## src/tgarle_pkg.sv

```systemverilog
// Shared types, register map and constants for the TGA RLE pixel decoder.
package tgarle_pkg;

  localparam int unsigned CountW = 30;
  localparam int unsigned AddrW  = 4;

  // Register indexes (byte address / 4)
  localparam logic [1:0] REG_RLE_MODE  = 2'd0;
  localparam logic [1:0] REG_BPP       = 2'd1;
  localparam logic [1:0] REG_PIX_COUNT = 2'd2;

  localparam logic [2:0] BPP_RESET = 3'd3;
  localparam logic [2:0] BPP_MIN   = 3'd2;
  localparam logic [2:0] BPP_MID   = 3'd3;
  localparam logic [2:0] BPP_MAX   = 3'd4;

  // 1-5-5-5 unpacking masks
  localparam logic [7:0] MASK_RED_HI   = 8'h7c;
  localparam logic [7:0] MASK_GREEN_HI = 8'h03;
  localparam logic [7:0] MASK_GREEN_LO = 8'he0;
  localparam logic [7:0] MASK_BLUE     = 8'h1f;
  localparam logic [7:0] MASK_ALPHA    = 8'h80;
  localparam logic [7:0] MASK_COUNT    = 8'h7f;

  typedef struct packed {
    logic              rle_mode;
    logic [2:0]        bytes_per_pixel;
    logic [CountW-1:0] pixel_count;
  } cfg_t;

  typedef struct packed {
    logic       last_pixel;
    logic [7:0] repeat_res;
    logic [7:0] alpha;
    logic [7:0] blue;
    logic [7:0] green;
    logic [7:0] red;
  } result_t;

endpackage

```

## src/tgarle_cfg_regs.sv

```systemverilog
// APB register file holding mode, pixel size and pixel count.
module tgarle_cfg_regs
  import tgarle_pkg::*;
(
  input  logic             clk,
  input  logic             rst_n,
  input  logic             psel,
  input  logic             penable,
  input  logic             pwrite,
  input  logic [AddrW-1:0] paddr,
  input  logic [31:0]      pwdata,
  output logic [31:0]      prdata,
  output logic             pready,
  output cfg_t             cfg
);

  cfg_t cfg_r, cfg_nxt;
  logic wr_en;

  assign pready = 1'b1;
  assign wr_en  = psel & penable & pwrite & pready;

  always_comb begin
    cfg_nxt = cfg_r;
    if (wr_en) begin
      unique case (paddr[3:2])
        REG_RLE_MODE:  cfg_nxt.rle_mode        = pwdata[0];
        REG_BPP:       cfg_nxt.bytes_per_pixel = pwdata[2:0];
        REG_PIX_COUNT: cfg_nxt.pixel_count     = pwdata[CountW-1:0];
        default:       cfg_nxt = cfg_r;
      endcase
    end
  end

  always_ff @(posedge clk) begin
    if (!rst_n) begin
      cfg_r.rle_mode        <= 1'b0;
      cfg_r.bytes_per_pixel <= BPP_RESET;
      cfg_r.pixel_count     <= '0;
    end else begin
      cfg_r <= cfg_nxt;
    end
  end

  always_comb begin
    unique case (paddr[3:2])
      REG_RLE_MODE:  prdata = {31'd0, cfg_r.rle_mode};
      REG_BPP:       prdata = {29'd0, cfg_r.bytes_per_pixel};
      REG_PIX_COUNT: prdata = {{(32-CountW){1'b0}}, cfg_r.pixel_count};
      default:       prdata = 32'd0;
    endcase
  end

  assign cfg = cfg_r;

endmodule

```

## src/tgarle_decode.sv

```systemverilog
// Per-byte decode: pixel assembly, packet header tracking and color expansion.
module tgarle_decode
  import tgarle_pkg::*;
(
  input  logic       clk,
  input  logic       rst_n,
  input  cfg_t       cfg,
  input  logic       byte_en,
  input  logic [7:0] data_byte,
  input  logic       image_start,
  output logic       res_valid,
  output result_t    res
);

  logic [23:0]       held_r, held_nxt;
  logic [1:0]        pos_r, pos_nxt;
  logic              await_r, await_nxt;
  logic              run_r, run_nxt;
  logic [6:0]        run_cnt_r, run_cnt_nxt;
  logic [6:0]        raw_left_r, raw_left_nxt;
  logic [CountW-1:0] left_r, left_nxt;

  logic [23:0]       held_s;
  logic [1:0]        pos_s;
  logic              await_s;
  logic [CountW-1:0] left_s;
  logic [2:0]        size;
  logic [7:0]        p0, p1, p2;
  logic [7:0]        rep, rep_clip;
  logic [CountW-1:0] left_after;

  always_comb begin
    if (cfg.bytes_per_pixel < BPP_MIN)      size = BPP_MIN;
    else if (cfg.bytes_per_pixel > BPP_MAX) size = BPP_MAX;
    else                                    size = cfg.bytes_per_pixel;
  end

  // Image start restarts counters before the byte itself is decoded
  assign held_s  = image_start ? 24'd0 : held_r;
  assign pos_s   = image_start ? 2'd0 : pos_r;
  assign await_s = image_start ? 1'b1 : await_r;
  assign left_s  = image_start ? cfg.pixel_count : left_r;

  assign p0 = held_s[7:0];
  assign p1 = (size == BPP_MIN) ? data_byte : held_s[15:8];
  assign p2 = (size == BPP_MID) ? data_byte : held_s[23:16];

  assign rep = (cfg.rle_mode && run_r) ? ({1'b0, run_cnt_r} + 8'd1) : 8'd1;
  assign rep_clip   = ({{(CountW-8){1'b0}}, rep} > left_s) ? left_s[7:0] : rep;
  assign left_after = left_s - {{(CountW-8){1'b0}}, rep_clip};

  always_comb begin
    held_nxt     = held_s;
    pos_nxt      = pos_s;
    await_nxt    = await_s;
    run_nxt      = run_r;
    run_cnt_nxt  = run_cnt_r;
    raw_left_nxt = raw_left_r;
    left_nxt     = left_s;
    res_valid    = 1'b0;

    if (size == BPP_MIN) begin
      res.red   = (p1 & MASK_RED_HI) << 1;
      res.green = ((p1 & MASK_GREEN_HI) << 6) | ((p0 & MASK_GREEN_LO) >> 2);
      res.blue  = (p0 & MASK_BLUE) << 3;
      res.alpha = p1 & MASK_ALPHA;
    end else begin
      res.red   = p2;
      res.green = p1;
      res.blue  = p0;
      res.alpha = (size == BPP_MAX) ? data_byte : 8'd0;
    end
    res.repeat_res = rep_clip;
    res.last_pixel = (left_after == '0);

    if (left_s == '0) begin
      // idle: drop the byte
    end else if (cfg.rle_mode && await_s) begin
      run_nxt      = data_byte[7];
      run_cnt_nxt  = data_byte[6:0];
      raw_left_nxt = data_byte[6:0];
      await_nxt    = 1'b0;
      pos_nxt      = 2'd0;
    end else if (({1'b0, pos_s} + 3'd1) < size) begin
      unique case (pos_s)
        2'd0:    held_nxt[7:0]   = data_byte;
        2'd1:    held_nxt[15:8]  = data_byte;
        2'd2:    held_nxt[23:16] = data_byte;
        default: held_nxt        = held_s;
      endcase
      pos_nxt = pos_s + 2'd1;
    end else begin
      res_valid = 1'b1;
      pos_nxt   = 2'd0;
      if (cfg.rle_mode) begin
        if (run_r)                   await_nxt    = 1'b1;
        else if (raw_left_r == 7'd0) await_nxt    = 1'b1;
        else                         raw_left_nxt = raw_left_r - 7'd1;
      end
      left_nxt = left_after;
    end
  end

  always_ff @(posedge clk) begin
    if (!rst_n) begin
      held_r     <= '0;
      pos_r      <= '0;
      await_r    <= 1'b1;
      run_r      <= 1'b0;
      run_cnt_r  <= '0;
      raw_left_r <= '0;
      left_r     <= '0;
    end else if (byte_en) begin
      held_r     <= held_nxt;
      pos_r      <= pos_nxt;
      await_r    <= await_nxt;
      run_r      <= run_nxt;
      run_cnt_r  <= run_cnt_nxt;
      raw_left_r <= raw_left_nxt;
      left_r     <= left_nxt;
    end
  end

endmodule

```

## src/tgarle_out_buf.sv

```systemverilog
// Result register with a skid stage so the input side keeps flowing.
module tgarle_out_buf
  import tgarle_pkg::*;
(
  input  logic    clk,
  input  logic    rst_n,
  input  logic    push,
  input  result_t push_data,
  output logic    can_accept,
  output logic    out_valid,
  input  logic    out_ready,
  output result_t out_data
);

  result_t main_r, skid_r;
  logic    main_v_r, skid_v_r;
  logic    pop;

  assign can_accept = ~skid_v_r;
  assign pop        = main_v_r & out_ready;
  assign out_valid  = main_v_r;
  assign out_data   = main_r;

  always_ff @(posedge clk) begin
    if (!rst_n) begin
      main_v_r <= 1'b0;
      skid_v_r <= 1'b0;
    end else if (pop) begin
      if (skid_v_r) begin
        skid_v_r <= 1'b0;
      end else begin
        main_v_r <= push;
      end
    end else if (push) begin
      if (!main_v_r) main_v_r <= 1'b1;
      else           skid_v_r <= 1'b1;
    end
  end

  always_ff @(posedge clk) begin
    if (pop) begin
      if (skid_v_r) main_r <= skid_r;
      else if (push) main_r <= push_data;
    end else if (push) begin
      if (!main_v_r) main_r <= push_data;
      else           skid_r <= push_data;
    end
  end

endmodule

```

## src/tga_rle_pixel_decoder_unit.sv

```systemverilog
// Top level of the TGA pixel-data decoder: stream in bytes, stream out pixels.
//
// The input stream carries one byte of the TGA pixel-data section per
// transaction; in_tuser marks the first byte of an image and reloads all
// counters. The output stream carries one transaction per decoded pixel:
// red, green, blue, alpha and a repeat count, with out_tlast on the pixel
// that completes the image. Mode, bytes per pixel and pixel count are set
// over the APB port, by the user only while the block is idle; the block
// does not enforce it. One byte is accepted every cycle in_tready is high.
// A pixel is registered on the transaction of its final byte; the byte
// update is a single combinational step from state to result register.
// A two-entry output buffer (result register plus skid) lets a byte be taken
// while a result waits; in_tready drops only when both entries are full.
// Reset clears the decode state, empties the output buffer and loads the
// registers with uncompressed mode, 3 bytes per pixel and a count of zero;
// bytes are then ignored until an image start.
module tga_rle_pixel_decoder_unit
  import tgarle_pkg::*;
(
  input  logic             clk,
  input  logic             rst_n,
  input  logic             in_tvalid,
  output logic             in_tready,
  input  logic [7:0]       in_tdata,   // data_byte[7:0]
  input  logic             in_tuser,   // image_start
  output logic             out_tvalid,
  input  logic             out_tready,
  output logic [39:0]      out_tdata,  // red, green, blue, alpha, repeat_res
  output logic             out_tlast,
  input  logic             psel,
  input  logic             penable,
  input  logic             pwrite,
  input  logic [AddrW-1:0] paddr,
  input  logic [31:0]      pwdata,
  output logic [31:0]      prdata,
  output logic             pready
);

  cfg_t    cfg;
  logic    byte_en;
  logic    res_valid;
  result_t res, out_res;

  tgarle_cfg_regs u_cfg (
    .clk     (clk),
    .rst_n   (rst_n),
    .psel    (psel),
    .penable (penable),
    .pwrite  (pwrite),
    .paddr   (paddr),
    .pwdata  (pwdata),
    .prdata  (prdata),
    .pready  (pready),
    .cfg     (cfg)
  );

  assign byte_en = in_tvalid & in_tready;

  tgarle_decode u_decode (
    .clk         (clk),
    .rst_n       (rst_n),
    .cfg         (cfg),
    .byte_en     (byte_en),
    .data_byte   (in_tdata),
    .image_start (in_tuser),
    .res_valid   (res_valid),
    .res         (res)
  );

  tgarle_out_buf u_out (
    .clk        (clk),
    .rst_n      (rst_n),
    .push       (byte_en & res_valid),
    .push_data  (res),
    .can_accept (in_tready),
    .out_valid  (out_tvalid),
    .out_ready  (out_tready),
    .out_data   (out_res)
  );

  assign out_tdata = {out_res.repeat_res, out_res.alpha, out_res.blue,
                      out_res.green, out_res.red};
  assign out_tlast = out_res.last_pixel;

endmodule
```

## config.mk

```make
export PLATFORM = sky130hd
export DESIGN_NAME = tga_rle_pixel_decoder_unit
export DESIGN_NICKNAME = d
export VERILOG_FILES = /design/src/tgarle_pkg.sv /design/src/tgarle_cfg_regs.sv /design/src/tgarle_decode.sv /design/src/tgarle_out_buf.sv /design/src/tga_rle_pixel_decoder_unit.sv
export SDC_FILE = /design/constraint.sdc
export NUM_CORES = 1
export LEC_CHECK = 0
export ABC_AREA = 1
export BUFFER_PORTS_ARGS = -buffer_cell sky130_fd_sc_hd__clkbuf_2
export CORE_ASPECT_RATIO = 1.75
export CORE_MARGIN = 3
export CORE_UTILIZATION = 40
export CTS_CLUSTER_DIAMETER = 40
export DETAILED_ROUTE_END_ITERATION = 10
export PLACE_DENSITY = 0.59
export SLEW_MARGIN = 30
export SYNTH_ARGS = -nofsm -noshare
export SYNTH_HDL_FRONTEND = slang
export SYNTH_HIERARCHICAL = 1
export SYNTH_SLANG_ARGS = --single-unit
```

## constraint.sdc

```tcl
create_clock -name clk -period 8.1 [get_ports clk]
set_clock_uncertainty 0.2 [all_clocks]
set_input_delay 1.62 -clock clk [delete_from_list [all_inputs] [get_ports clk]]
set_output_delay 1.62 -clock clk [all_outputs]
set_load 0.03 [all_outputs]
```

==> metrics <==
RSZ-0062 raised after global routing=no; vias per cell=4.891; via count=11860; largest net degree at the start of global routing=58; GRT Util Overall=21.11%; Hold-fix buffers, CTS=0; synthesized instance count=1948; critical path's top delay family=simple AND/OR/NAND/NOR gates; TritonCTS clock tree=yes; I/O pins=128; CP Capture Type=flip-flop; Final Cycle Share=80.55%; Leak=6.564 nW; Num CTS Buffers=17; slowest cell on the critical path=buf_2; Post-synth EDFFs=82; sequential share of the synthesized area=36.49%; post_cts resized=0; Crit Path Category=in -> reg; Final nets=2098; Max Clk Rate=0.1533 GHz; final setup vio count=0; P&R area growth vs syn=10.08%; Pins Over Slew Limit=0; Post-CTS Setup Bufs=0; Rel. slew slack=44.75%; Initial Util=40.81%; Worst Reg-to-Reg Cells=31; status=finished clean; Hold Crit Class=reg -> reg; routability cong.=0.9536; DIE HEIGHT=241.5 um; dominant cell type by area after synthesis=nand2_1; fin cells=2424; library cells used by synthesis=41; ys async rst share=0%; area of the die=33940 um^2; n_diodes=0; CTS Root Cell=clkbuf_16; I/O Buffers=120; Levels on crit path=28; CP dominant cell by count=nand2_1; Yosys top cell area share=21.83%; Worst-Skew Late Latency=0.46 ns; grt total ovfl=0; clk buf depth=2; setup TNS=0 ns; synth top area cells=nand2_1 22%, edfxtp_1 19%, dfxtp_1 17%, inv_1 7.5%, nor2_1 6.2%; Clock transition at path regs=0.08 ns; remaining antenna violation count=0; hold path depth=2; Hold Vio Cnt, Final=0; pwr dens=172.4 nW/um^2; die width=140.6 um; Syn. warnings=6; Critical Path Max Stage Delay=0.63 ns; vias in the first global route=11200; cell area after synthesis=12670 um^2; Std-Cell Core Area=31050 um^2; CP Buf/Inv Count=5; Critical Path RT=8.21 ns; Post-DP HPWL=25.98 mm; placed insts=2392; Pre-antenna DRT Iters=5; Commonest cells post-synth=737 x nand2_1, 253 x inv_1, 209 x nor2_1, 108 x dfxtp_1, 99 x nand3_1; Total Wirelength=35.75 mm; drt drc=0; htree depth=4; Synth Flop Type=dfxtp_1; Max VDD drop=0.1636 mV; Syn Area/Cell=6.506 um^2; Core Util, Final=44.92%; startpoint types=input port; initial antenna violation count=0; first-pass GRT wire length=57.20 mm; layout cells sized above 1=14.76%; routed length per instance=14.75 um; Cell Rows=85; total power=2.405 mW; Initial DRC Count=692; Crit Path Max Fanout=31; min Tclk post-route=6.525 ns; actual slew at the worst max-slew pin=0.8288 ns; Worst Path Arrival=6.63 ns; max_cap viols=0; most numerous cell in the Yosys netlist=nand2_1; clock sink count=190; FF+latch count, synth=190
[power breakdown]
| part | switching, mW | leakage, nW | internal [mW] |
|---|---|---|---|
| Combinational | 0.373 | 4.64 | 0.151 |
| Clock | 0.418 | 0.273 | 0.414 |
| Sequential | 0.0180 | 1.65 | 1.03 |
| Total | 0.808 | 6.56 | 1.60 |
[routing by layer]
layer | vias up | routed length, um | GRT usage, %
met4 | 0 | 1953 | 12.52
met1 | 5269 | 13600 | 21.64
met2 | 305 | 18810 | 40.45
li1 | 6192 | - | -
met5 | - | 0 | 0
met3 | 90 | 1380 | 2.706
[registers in the layout, summed over array words and instances, names as in the netlist]
register and count:
u_decode/held_r 24, u_decode/run_r 1, u_out/skid_r 41, u_cfg/cfg 34, u_out/skid_v_r 1, u_decode/run_cnt_r 7
u_out/out_valid 1, u_decode/await_r 1, u_out/out_data 41, u_decode/pos_r 2, u_decode/left_r 30, u_decode/raw_left_r 7
[metrics by stage]
step | cell area (um^2) | setup slack [ns] | hold slack, ns
floorplan | 12680 | 1.531 | 0.2343
global placement | 13370 | 1.086 | 0.2487
detailed placement | 13390 | 1.132 | 0.2543
CTS | 13950 | 1.613 | 0.2662
global route | 13950 | 1.209 | 0.2842
finish | 13950 | 1.575 | 0.2615
[final timing paths]
kind                                    endpoint  slack [ns]                                 from
max                 u_out/out_data[40]$_DFFE_PP_        1.58                             in_tuser
min          u_decode/raw_left_r[1]$_SDFFE_PN0P_        0.26  u_decode/raw_left_r[1]$_SDFFE_PN0P_
max reg2reg         u_out/out_data[40]$_DFFE_PP_        2.63   u_decode/run_cnt_r[0]$_SDFFE_PN0P_
min reg2reg  u_decode/raw_left_r[1]$_SDFFE_PN0P_        0.26  u_decode/raw_left_r[1]$_SDFFE_PN0P_
[cell usage in the layout, fill, tap and decap left out, types with 2 or more instances in the layout]
| cell | netlist | layout |
|---|---|---|
| clkbuf_16 | 0 | 17 |
| nand2_1 | 737 | 737 |
| clkinvlp_4 | 0 | 2 |
| inv_2 | 22 | 23 |
| conb_1 | 2 | 3 |
| o21ai_2 | 57 | 57 |
| clkbuf_2 | 0 | 119 |
| inv_8 | 1 | 5 |
| nand3_4 | 2 | 2 |
| inv_1 | 253 | 252 |
| xnor2_1 | 2 | 2 |
| nand4_1 | 14 | 14 |
| o211ai_1 | 2 | 2 |
| o21ai_1 | 8 | 8 |
| clkinv_4 | 0 | 2 |
| nor2_1 | 209 | 208 |
| nor3_1 | 9 | 9 |
| a21oi_1 | 98 | 98 |
| o221ai_1 | 5 | 5 |
| xor2_1 | 4 | 4 |
| buf_12 | 0 | 3 |
| nand3_1 | 99 | 99 |
| nand2_2 | 19 | 19 |
| nor2_4 | 10 | 11 |
| inv_6 | 1 | 5 |
| edfxtp_1 | 82 | 82 |
| nor2_2 | 10 | 10 |
| nand3b_1 | 2 | 2 |
| dfxtp_1 | 108 | 107 |
| buf_4 | 5 | 17 |
| ha_1 | 25 | 25 |
| o21ai_0 | 69 | 69 |
[final cells by class]
cell class              instances  area [um^2]
clock buffers                  19        442.9
inverters                     278         1056
fillers                      3340        17100
flip-flops and latches        190         4626
well taps                     391        489.2
multi-input cells            1393         6431
clock inverters                13        117.6
repair buffers                140        788.3
[worst reg2reg max path: cells and delay by family (launching register included)]
| kind | cells | cell delay [ns] |
|---|---|---|
| AOI/OAI and AO/OA | 4 | 0.70 |
| buffers and inverters | 4 | 0.48 |
| and+or+nand+nor | 19 | 2.59 |
| DFF | 1 | 0.38 |
| adders and majority gates | 4 | 1.01 |
[logic make-up (layout without fill, tap and decap cells)]
kind of cell             after synthesis  in the layout  share of synthesized area (%)
XOR/XNOR                               6              6                         0.4146
flip-flops                           190            190                          36.49
buffers and inverters                366            450                          12.85
other                                  2              3                        0.05926
AND/OR/NAND/NOR                     1116           1116                          36.08
adder cells (fa/ha/maj)               26             26                          2.626
AO/OA/AOI/OAI                        242            242                          11.47
No activity file was read; power rests on OpenSTA's default activity.
